### config.mk
export PLATFORM = sky130hd
export DESIGN_NAME = token_budget_sequence_forcer_flat
export DESIGN_NICKNAME = d
export VERILOG_FILES = /design/src/hdl/tbsf_pkg.sv /design/src/hdl/tbsf_if.sv /design/src/hdl/tbsf_regs.sv /design/src/hdl/tbsf_match.sv /design/src/hdl/tbsf_core.sv /design/src/hdl/token_budget_sequence_forcer.sv /design/src/flat_wrapper.sv
export SDC_FILE = /design/constraint.sdc
export NUM_CORES = 1
export LEC_CHECK = 0
export BUFFER_PORTS_ARGS = -buffer_cell sky130_fd_sc_hd__buf_2
export CORE_AREA = 2 2 221 223
export CTS_CLUSTER_DIAMETER = 60
export CTS_CLUSTER_SIZE = 14
export DETAILED_ROUTE_END_ITERATION = 10
export DIE_AREA = 0 0 223 225
export HOLD_SLACK_MARGIN = 0.12
export PLACE_DENSITY = 0.8
export SLEW_MARGIN = 10
export SYNTH_ARGS = -nofsm -noshare
export SYNTH_HDL_FRONTEND = slang
export SYNTH_HIERARCHICAL = 1
export SYNTH_SLANG_ARGS = --single-unit
### constraint.sdc
create_clock -name clk -period 8.05 [get_ports clk]
set_input_delay 1.61 -clock clk [delete_from_list [all_inputs] [get_ports clk]]
set_output_delay 1.61 -clock clk [all_outputs]
set_load 0.02 [all_outputs]
### src/hdl/tbsf_pkg.sv
// Shared types, constants and helpers for the token budget sequence forcer.
`default_nettype none
package tbsf_pkg;

	localparam int MAX_SEQ    = 4;   // longest usable sequence
	localparam int TOKEN_BITS = 32;  // token bits that take part in compares
	localparam int SEQ_SLOTS  = 4;   // token slots per sequence in the register map
	localparam int BUDGET_W   = 20;
	localparam int POS_W      = 3;
	localparam int CFG_IDX_W  = 3;
	localparam int CFG_DATA_W = 64;
	localparam int TOK_W      = 32;

	typedef enum logic [1:0] {
		PH_IDLE  = 2'd0,
		PH_COUNT = 2'd1,
		PH_FORCE = 2'd2,
		PH_DONE  = 2'd3
	} phase_t;

	localparam logic [1:0] MODE_TOKEN = 2'd0;
	localparam logic [1:0] MODE_CHECK = 2'd1;
	localparam logic [1:0] MODE_CLEAR = 2'd2;

	localparam logic [CFG_IDX_W-1:0] REG_BUDGET   = 3'd0;
	localparam logic [CFG_IDX_W-1:0] REG_LENGTHS  = 3'd1;
	localparam logic [CFG_IDX_W-1:0] REG_START_A  = 3'd2;
	localparam logic [CFG_IDX_W-1:0] REG_START_B  = 3'd3;
	localparam logic [CFG_IDX_W-1:0] REG_END_A    = 3'd4;
	localparam logic [CFG_IDX_W-1:0] REG_END_B    = 3'd5;
	localparam logic [CFG_IDX_W-1:0] REG_FORCED_A = 3'd6;
	localparam logic [CFG_IDX_W-1:0] REG_FORCED_B = 3'd7;

	typedef logic [SEQ_SLOTS-1:0][TOKEN_BITS-1:0] seq_tok_t;

	typedef struct packed {
		logic [BUDGET_W-1:0] budget;
		logic [POS_W-1:0]    start_len;
		logic [POS_W-1:0]    end_len;
		logic [POS_W-1:0]    forced_len;
		phase_t              init_phase;
		seq_tok_t            start_tok;
		seq_tok_t            end_tok;
		seq_tok_t            forced_tok;
		logic                reinit;
	} cfg_t;

	typedef struct packed {
		logic [1:0]          phase;
		logic                keep;
		logic [TOK_W-1:0]    forced_token;
		logic [BUDGET_W-1:0] remaining;
	} res_t;

	function automatic logic [POS_W-1:0] clamp_len(input logic [POS_W-1:0] n);
		return (n > POS_W'(MAX_SEQ)) ? POS_W'(MAX_SEQ) : n;
	endfunction

	function automatic logic [TOK_W-1:0] sext_token(input logic [TOKEN_BITS-1:0] t);
		logic signed [TOKEN_BITS-1:0] s;
		s = signed'(t);
		return TOK_W'(s);
	endfunction

endpackage
`default_nettype wire

### src/hdl/tbsf_if.sv
// Request, result and configuration channel interfaces.
`default_nettype none
interface tbsf_req_if;
	logic        valid;
	logic        ready;
	logic [1:0]  mode;
	logic signed [31:0] token;
	modport source (output valid, mode, token, input ready);
	modport sink   (input valid, mode, token, output ready);
endinterface

interface tbsf_rsp_if;
	logic        valid;
	logic        ready;
	logic [1:0]  phase;
	logic        keep;
	logic signed [31:0] forced_token;
	logic [19:0] remaining;
	modport source (output valid, phase, keep, forced_token, remaining, input ready);
	modport sink   (input valid, phase, keep, forced_token, remaining, output ready);
endinterface

interface tbsf_cfg_if;
	logic        valid;
	logic        ready;
	logic [2:0]  index;
	logic [63:0] data;
	modport source (output valid, index, data, input ready);
	modport sink   (input valid, index, data, output ready);
endinterface
`default_nettype wire

### src/hdl/tbsf_regs.sv
// Configuration register file and decoded sequence settings.
`default_nettype none
module tbsf_regs (
	input  logic              clk,
	input  logic              arst_n,
	tbsf_cfg_if.sink          cfg,
	output tbsf_pkg::cfg_t    cfg_o
);
	logic [tbsf_pkg::BUDGET_W-1:0]   budget_q;
	logic [10:0]                     lengths_q;
	logic [5:0][tbsf_pkg::CFG_DATA_W-1:0] seq_q;
	logic                            reinit_q;
	logic                            wr;

	assign cfg.ready = 1'b1;
	assign wr = cfg.valid & cfg.ready;

	always_ff @(posedge clk or negedge arst_n) begin
		if (!arst_n) begin
			budget_q  <= '0;
			lengths_q <= '0;
			seq_q     <= '0;
			reinit_q  <= 1'b0;
		end else begin
			reinit_q <= wr;
			if (wr) begin
				unique case (cfg.index)
					tbsf_pkg::REG_BUDGET:   budget_q  <= cfg.data[tbsf_pkg::BUDGET_W-1:0];
					tbsf_pkg::REG_LENGTHS:  lengths_q <= cfg.data[10:0];
					tbsf_pkg::REG_START_A:  seq_q[0]  <= cfg.data;
					tbsf_pkg::REG_START_B:  seq_q[1]  <= cfg.data;
					tbsf_pkg::REG_END_A:    seq_q[2]  <= cfg.data;
					tbsf_pkg::REG_END_B:    seq_q[3]  <= cfg.data;
					tbsf_pkg::REG_FORCED_A: seq_q[4]  <= cfg.data;
					tbsf_pkg::REG_FORCED_B: seq_q[5]  <= cfg.data;
					default: ;
				endcase
			end
		end
	end

	// token k of a sequence: register k[1], half k[0]
	always_comb begin
		cfg_o.budget     = budget_q;
		cfg_o.start_len  = tbsf_pkg::clamp_len(lengths_q[2:0]);
		cfg_o.end_len    = tbsf_pkg::clamp_len(lengths_q[5:3]);
		cfg_o.forced_len = tbsf_pkg::clamp_len(lengths_q[8:6]);
		cfg_o.init_phase = tbsf_pkg::phase_t'(lengths_q[10:9]);
		cfg_o.reinit     = reinit_q;
		for (int k = 0; k < tbsf_pkg::SEQ_SLOTS; k++) begin
			cfg_o.start_tok[k]  = seq_q[0 + k/2][(k%2)*32 +: tbsf_pkg::TOKEN_BITS];
			cfg_o.end_tok[k]    = seq_q[2 + k/2][(k%2)*32 +: tbsf_pkg::TOKEN_BITS];
			cfg_o.forced_tok[k] = seq_q[4 + k/2][(k%2)*32 +: tbsf_pkg::TOKEN_BITS];
		end
	end
endmodule
`default_nettype wire

### src/hdl/tbsf_match.sv
// Sequence matcher step; on a mismatch it falls back only to the first token.
`default_nettype none
module tbsf_match (
	input  logic [tbsf_pkg::POS_W-1:0]      len,
	input  tbsf_pkg::seq_tok_t              seq,
	input  logic [tbsf_pkg::POS_W-1:0]      pos,
	input  logic [tbsf_pkg::TOKEN_BITS-1:0] tok,
	output logic [tbsf_pkg::POS_W-1:0]      pos_n,
	output logic                            hit
);
	logic [tbsf_pkg::POS_W-1:0] p;
	logic [tbsf_pkg::POS_W-1:0] p_inc;

	always_comb begin
		p     = (pos >= len) ? '0 : pos;
		p_inc = p + 1'b1;
		hit   = 1'b0;
		pos_n = pos;
		if (len != '0) begin
			if (tok == seq[p[1:0]]) begin
				if (p_inc >= len) begin
					pos_n = '0;
					hit   = 1'b1;
				end else begin
					pos_n = p_inc;
				end
			end else begin
				pos_n = (tok == seq[0]) ? tbsf_pkg::POS_W'(1) : '0;
			end
		end
	end
endmodule
`default_nettype wire

### src/hdl/tbsf_core.sv
// Phase state, budget counter and per-item result logic.
`default_nettype none
module tbsf_core (
	input  logic                      clk,
	input  logic                      arst_n,
	input  tbsf_pkg::cfg_t            cfg,
	input  logic                      advance,
	input  logic [1:0]                mode,
	input  logic [tbsf_pkg::TOK_W-1:0] token,
	output tbsf_pkg::res_t            res
);
	tbsf_pkg::phase_t                 phase_q, phase_n;
	logic [tbsf_pkg::BUDGET_W-1:0]    left_q, left_n, left_dec;
	logic [tbsf_pkg::POS_W-1:0]       spos_q, spos_n, epos_q, epos_n;
	logic [tbsf_pkg::POS_W-1:0]       fidx_q, fidx_n, fidx_inc;
	logic [tbsf_pkg::POS_W-1:0]       sm_pos, em_pos;
	logic                             sm_hit, em_hit;
	logic [tbsf_pkg::TOKEN_BITS-1:0]  tok;
	logic                             pend_cur, pend_n;
	tbsf_pkg::phase_t                 init_phase;

	assign tok = token[tbsf_pkg::TOKEN_BITS-1:0];

	tbsf_match u_start (
		.len(cfg.start_len), .seq(cfg.start_tok), .pos(spos_q), .tok(tok),
		.pos_n(sm_pos), .hit(sm_hit)
	);

	tbsf_match u_end (
		.len(cfg.end_len), .seq(cfg.end_tok), .pos(epos_q), .tok(tok),
		.pos_n(em_pos), .hit(em_hit)
	);

	assign init_phase = (cfg.init_phase == tbsf_pkg::PH_COUNT && cfg.budget == '0)
		? tbsf_pkg::PH_FORCE : cfg.init_phase;

	// next state
	always_comb begin
		phase_n  = phase_q;
		left_n   = left_q;
		spos_n   = spos_q;
		epos_n   = epos_q;
		fidx_n   = fidx_q;
		left_dec = (left_q != '0) ? left_q - 1'b1 : '0;
		fidx_inc = (fidx_q != '1) ? fidx_q + 1'b1 : fidx_q;
		unique case (mode)
			tbsf_pkg::MODE_TOKEN: begin
				unique case (phase_q)
					tbsf_pkg::PH_IDLE, tbsf_pkg::PH_DONE: begin
						spos_n = sm_pos;
						if (sm_hit) begin
							left_n  = cfg.budget;
							phase_n = (cfg.budget == '0) ? tbsf_pkg::PH_FORCE
								: tbsf_pkg::PH_COUNT;
							epos_n  = '0;
							fidx_n  = '0;
						end
					end
					tbsf_pkg::PH_COUNT: begin
						epos_n = em_pos;
						if (em_hit) begin
							phase_n = tbsf_pkg::PH_DONE;
						end else begin
							left_n = left_dec;
							if (left_dec == '0) begin
								phase_n = tbsf_pkg::PH_FORCE;
								epos_n  = '0;
								fidx_n  = '0;
							end
						end
					end
					tbsf_pkg::PH_FORCE: begin
						fidx_n = fidx_inc;
						if (fidx_inc >= cfg.forced_len)
							phase_n = tbsf_pkg::PH_DONE;
					end
					default: ;
				endcase
			end
			tbsf_pkg::MODE_CLEAR: begin
				phase_n = tbsf_pkg::PH_IDLE;
				left_n  = cfg.budget;
				spos_n  = '0;
				epos_n  = '0;
				fidx_n  = '0;
			end
			default: ;
		endcase
	end

	// result
	always_comb begin
		pend_cur = (phase_q == tbsf_pkg::PH_FORCE) && (fidx_q < cfg.forced_len);
		pend_n   = (phase_n == tbsf_pkg::PH_FORCE) && (fidx_n < cfg.forced_len);
		res.phase     = phase_n;
		res.remaining = left_n;
		res.keep      = !((mode == tbsf_pkg::MODE_CHECK) && pend_cur &&
			(tok != cfg.forced_tok[fidx_q[1:0]]));
		res.forced_token = pend_n ? tbsf_pkg::sext_token(cfg.forced_tok[fidx_n[1:0]]) : '0;
	end

	always_ff @(posedge clk or negedge arst_n) begin
		if (!arst_n) begin
			phase_q <= tbsf_pkg::PH_IDLE;
			left_q  <= '0;
			spos_q  <= '0;
			epos_q  <= '0;
			fidx_q  <= '0;
		end else if (cfg.reinit) begin
			phase_q <= init_phase;
			left_q  <= cfg.budget;
			spos_q  <= '0;
			epos_q  <= '0;
			fidx_q  <= '0;
		end else if (advance) begin
			phase_q <= phase_n;
			left_q  <= left_n;
			spos_q  <= spos_n;
			epos_q  <= epos_n;
			fidx_q  <= fidx_n;
		end
	end
endmodule
`default_nettype wire

### src/hdl/token_budget_sequence_forcer.sv
// Top level of the token budget sequence forcer.
`default_nettype none
// Watches accepted token ids and steps through idle, counting, forcing and done.
// Every request (accepted token, candidate check or return to idle) gives exactly
// one result carrying the phase after the step, the keep flag, the token being
// forced and the budget left. One request is taken every clock cycle unless a
// stalled result blocks intake; a single pass of sequence compares and the
// budget decrement lies between the input register and the result register.
// A taken request waits in the input register until the result slot is free,
// then its result is loaded into the result register and shown on the output.
// The result register holds a finished result while the next request is already
// in the input register, so a stalled result only blocks intake once both are full.
// A configuration write takes effect on the following cycle by re-initializing
// the phase state from the new register values. Writes are always ready; the user
// must only issue them with no request outstanding; the block does not enforce it.
module token_budget_sequence_forcer (
	input  logic       clk,
	input  logic       arst_n,
	tbsf_req_if.sink   req,
	tbsf_rsp_if.source rsp,
	tbsf_cfg_if.sink   cfg
);
	tbsf_pkg::cfg_t          cfg_w;
	tbsf_pkg::res_t          res_w, res_q;
	logic                    valid_s1;
	logic [1:0]              mode_s1;
	logic [tbsf_pkg::TOK_W-1:0] token_s1;
	logic                    rsp_valid_q;
	logic                    advance;

	tbsf_regs u_regs (
		.clk(clk), .arst_n(arst_n), .cfg(cfg), .cfg_o(cfg_w)
	);

	// request in the input register moves on when the result slot frees up
	assign advance   = valid_s1 && (!rsp_valid_q || rsp.ready);
	assign req.ready = !valid_s1 || advance;

	always_ff @(posedge clk or negedge arst_n) begin
		if (!arst_n) begin
			valid_s1 <= 1'b0;
		end else if (req.ready) begin
			valid_s1 <= req.valid;
		end
	end

	always_ff @(posedge clk) begin
		if (req.ready && req.valid) begin
			mode_s1  <= req.mode;
			token_s1 <= req.token;
		end
	end

	tbsf_core u_core (
		.clk(clk), .arst_n(arst_n), .cfg(cfg_w), .advance(advance),
		.mode(mode_s1), .token(token_s1), .res(res_w)
	);

	// result register
	always_ff @(posedge clk or negedge arst_n) begin
		if (!arst_n) begin
			rsp_valid_q <= 1'b0;
		end else if (advance) begin
			rsp_valid_q <= 1'b1;
		end else if (rsp.ready) begin
			rsp_valid_q <= 1'b0;
		end
	end

	always_ff @(posedge clk) begin
		if (advance)
			res_q <= res_w;
	end

	assign rsp.valid        = rsp_valid_q;
	assign rsp.phase        = res_q.phase;
	assign rsp.keep         = res_q.keep;
	assign rsp.forced_token = res_q.forced_token;
	assign rsp.remaining    = res_q.remaining;
endmodule
`default_nettype wire

### src/flat_wrapper.sv
// flat-port wrapper written by rule: the top's interface ports become plain ports
module token_budget_sequence_forcer_flat 
  (clk, arst_n, req_valid, req_mode, req_token, req_ready, rsp_valid, rsp_phase, rsp_keep, rsp_forced_token, rsp_remaining, rsp_ready, cfg_valid, cfg_index, cfg_data, cfg_ready);
  tbsf_req_if req_i ();
  tbsf_rsp_if rsp_i ();
  tbsf_cfg_if cfg_i ();
  input  logic clk;
  input  logic arst_n;
  input wire logic [$bits(req_i.valid)-1:0] req_valid;
  input wire logic [$bits(req_i.mode)-1:0] req_mode;
  input wire logic [$bits(req_i.token)-1:0] req_token;
  output wire logic [$bits(req_i.ready)-1:0] req_ready;
  output wire logic [$bits(rsp_i.valid)-1:0] rsp_valid;
  output wire logic [$bits(rsp_i.phase)-1:0] rsp_phase;
  output wire logic [$bits(rsp_i.keep)-1:0] rsp_keep;
  output wire logic [$bits(rsp_i.forced_token)-1:0] rsp_forced_token;
  output wire logic [$bits(rsp_i.remaining)-1:0] rsp_remaining;
  input wire logic [$bits(rsp_i.ready)-1:0] rsp_ready;
  input wire logic [$bits(cfg_i.valid)-1:0] cfg_valid;
  input wire logic [$bits(cfg_i.index)-1:0] cfg_index;
  input wire logic [$bits(cfg_i.data)-1:0] cfg_data;
  output wire logic [$bits(cfg_i.ready)-1:0] cfg_ready;
  assign req_i.valid = req_valid;
  assign req_i.mode = req_mode;
  assign req_i.token = req_token;
  assign req_ready = req_i.ready;
  assign rsp_valid = rsp_i.valid;
  assign rsp_phase = rsp_i.phase;
  assign rsp_keep = rsp_i.keep;
  assign rsp_forced_token = rsp_i.forced_token;
  assign rsp_remaining = rsp_i.remaining;
  assign rsp_i.ready = rsp_ready;
  assign cfg_i.valid = cfg_valid;
  assign cfg_i.index = cfg_index;
  assign cfg_i.data = cfg_data;
  assign cfg_ready = cfg_i.ready;
  token_budget_sequence_forcer u_core (.clk(clk), .arst_n(arst_n), .req(req_i), .rsp(rsp_i), .cfg(cfg_i));
endmodule
==> metrics <==
TritonCTS buffer count=50; Via density=7.23; R2R depth=23; unrepaired setup endpoints after global routing=no; Setup CP Type=register to register; CP Data Arrival Time=about 7.5 ns; clk buf depth=3; initial antenna violation count=4; most common cell in the synthesized netlist=dfrtp_1; fraction of the cycle the final worst path needs=between 80% and 90%; post-synth net total=2680; CTS tree=built; Slew Viols, Final=0; Syn. warnings=6; share of cells above drive strength 1=~30%; largest net degree at the start of global routing=166; CP Launch Type=register; ys flop type=dfrtp_1; hold_buf cts=0; Worst-Margin Slew=about 1.2 ns; minimum clock period=7.01 ns; Initial Utilization=61.7%; total wire length=112000 um; outcome=finished, final reports clean; Mapped Cells=approximately 2500; Finished Core Util=67.5%; Die W=~220 um; placed wire-length estimate=just under 80000 um; # nets final=around 2800; filler cell count=3357; FF-to-FF setup slack=1.04 ns; sequential-to-total area share from yosys stat=roughly 47%; crit path max fanout=32; CTS resizes=0; Initial DRC Count=between 3000 and 4000; Peak VDD IR=0.000225 V; CTS clk-pin slew, worst paths=~0.070 ns; Top Ports=164; worst-skew pair later-pin latency=roughly 0.62 ns; Worst Setup SP=u_core/u_core/spos_q[1]$_DFFE_PN0P_; gpl congestion=roughly 1.0; register bit count reported by yosys=about 540; Pleak=13.2 nW; Area contributors post-synth=dfrtp_1 (38%), mux2_2 (16%), edfxtp_1 (9.1%); DRC=0; Routed WL per cell=between 30 and 40 um; Std-Cell Rows=80; Hold Crit Class=register to register; area leader, netlist=dfrtp_1; max_cap viols=0; final worst slack=1.04 ns; GRT Total Usage=44.5%; Tot Pwr=between 8 and 9 mW; Vias=23900; TNS Setup=0 ns; most common library cells after synthesis=dfrtp_1 (449), mux2_2 (419), nand2_1 (187); first-pass GRT wire length=about 160000 um; CTS sink cnt=538; sequential cell area=13900 sq um; Post-Syn Area=roughly 30000 sq um; Final ANT Viol Nets=0; syn avg cell area=around 12 sq um; Die ar.=50200 sq um; Final Setup Violations=0; total gr overflow=0; Slew HR=22.0%; Placement Setup Slack=approximately 1.3 ns; WP data required=~8.5 ns; vias in the first global route=around 24000; port bufs=between 150 and 200; pwr dens=roughly 260 nW/um^2; Final Hold Vio Count=0; Unique masters post-synth=83; top-area cell type share of the netlist area=between 30% and 40%; die height=about 230 um; H-tree depth=2; clk root buf=clkbuf_16; Async SR Flop Fraction=between 80% and 90%; FF-to-FF Start=u_core/u_core/spos_q[1]$_DFFE_PN0P_; area grow syn2layout=9.42%; multi-input logic area=roughly 14000 sq um; R2R Path End=u_core/rsp.forced_token[30]$_DFFE_PP_; Max Clk Rate=between 0.1 and 0.15 GHz; number of flops mapped to enable cells by yosys=89; Hold Crit Start=u_core/u_regs/cfg_o[202]$_DFFE_PN0P_; Worst setup EP type=register; core area=about 48000 sq um; Worst Setup EP=u_core/rsp.forced_token[30]$_DFFE_PP_; post-CTS setup repair buffer count=0; DRT Pass-1 Iters=9; clk_skew=0.0317 ns
==> metal layers <==
metal / part of all wire, % / track usage (%) / wire [um]
met5: 0.019 / 0 / 21
met4: 7.3 / 28.1 / 8190
met3: 11 / 10.6 / 12000
met2: 44 / 67.9 / 49600
met1: 37 / 57.6 / 41800
==> placed cells by master, fill, tap and decap left out, types with 32 or more instances in the layout <==
cell type / Yosys / final
a211oi_1: 52 / 52
dfrtp_1: 449 / 446
clkbuf_16: 0 / 51
mux2_2: 419 / 419
mux4_2: 32 / 32
o22ai_1: 40 / 40
xor2_1: 45 / 45
a22o_1: 57 / 57
o21ai_0: 77 / 76
inv_1: 106 / 106
nand2_1: 187 / 187
nand2b_1: 44 / 44
nor2_1: 132 / 131
mux2i_1: 72 / 72
edfxtp_1: 89 / 89
a21oi_1: 69 / 69
nor4_1: 40 / 40
buf_2: 32 / 161
buf_4: 17 / 42
==> area by class of cell <==
cell class	instances	area share (%)
Timing Repair Buffer	208	3.79
Antenna cell	1	0.00780
Clock buffer	75	4.32
Sequential cell	538	43.4
Multi-Input combinational cell	1750	44.4
Inverter	107	1.25
Clock inverter	15	0.515
Tap cell	615	2.40
==> power by group <==
group / internal (mW) / switching, mW
combinational: 0.903 / 1.22
clock: 1.24 / 1.09
sequential: 3.32 / 0.593
==> state kept, by name, summed over array words and instances, names as in the netlist, 2 cells and up <==
register / cells
u_core/u_core/phase_q: 2
u_core/rsp.phase: 2
u_core/u_core/spos_q: 3
u_core/u_core/epos_q: 3
u_core/u_regs/budget_q: 20
u_core/rsp.forced_token: 32
u_core/mode_s1: 2
u_core/u_core/fidx_q: 3
u_core/token_s1: 32
u_core/u_regs/cfg_o: 384
u_core/u_regs/lengths_q: 11
u_core/u_core/left_q: 20
u_core/rsp.remaining: 20
==> stage by stage <==
stage | instances | hold WS [ns] | cell area [sq um]
after floorplan | 2547 | 0.467 | 29300
after global placement | 3218 | 0.483 | 30500
after detailed placement | 3218 | 0.490 | 30500
after CTS | 3308 | 0.505 | 32100
after global routing | 3308 | 0.523 | 32100
final | 3309 | 0.504 | 32100
==> worst max-delay path, cell delays in order (launching register included) <==
cell,delay [ns]
dfrtp_2,0.85
ha_1,0.38
nand2_1,0.19
o211a_1,0.65
a221oi_1,0.20
or4_1,0.59
o31a_1,0.28
nor4_1,0.30
o2111ai_1,0.15
or3_4,0.39
nor2_1,0.16
buf_4,0.20
and2_0,0.18
nor2_1,0.06
nor2_1,0.13
a21oi_1,0.06
a21oi_1,0.25
nor2_1,0.08
ha_1,0.26
o21ai_0,0.08
a31oi_1,0.05
or4b_2,0.61
buf_4,0.31
a311oi_1,0.36
==> worst min path at each step <==
stage                                                        end  cells after the start
final                       u_core/u_regs/cfg_o[202]$_DFFE_PN0P_                      1
after global placement    u_core/u_regs/lengths_q[6]$_DFFE_PN0P_                      1
after global routing      u_core/u_regs/lengths_q[7]$_DFFE_PN0P_                      1
after floorplan              u_core/u_core/spos_q[0]$_DFFE_PN0P_                      2
after detailed placement    u_core/u_regs/cfg_o[202]$_DFFE_PN0P_                      1
after CTS                 u_core/u_regs/lengths_q[7]$_DFFE_PN0P_                      1
==> cell families (layout without fill, tap and decap cells) <==
kind of cell / Yosys count / after routing / share of synthesized area, %
compound gates: 563 / 563 / 14.7
mux: 523 / 523 / 21.0
buf+inv: 259 / 405 / 4.23
simple gates: 582 / 582 / 9.88
fa+ha+maj: 27 / 27 / 1.15
flops: 538 / 538 / 47.4
xor+xnor: 54 / 54 / 1.61
other cells: 1 / 2 / 0.0128
No activity file was read; power rests on OpenSTA's default activity.
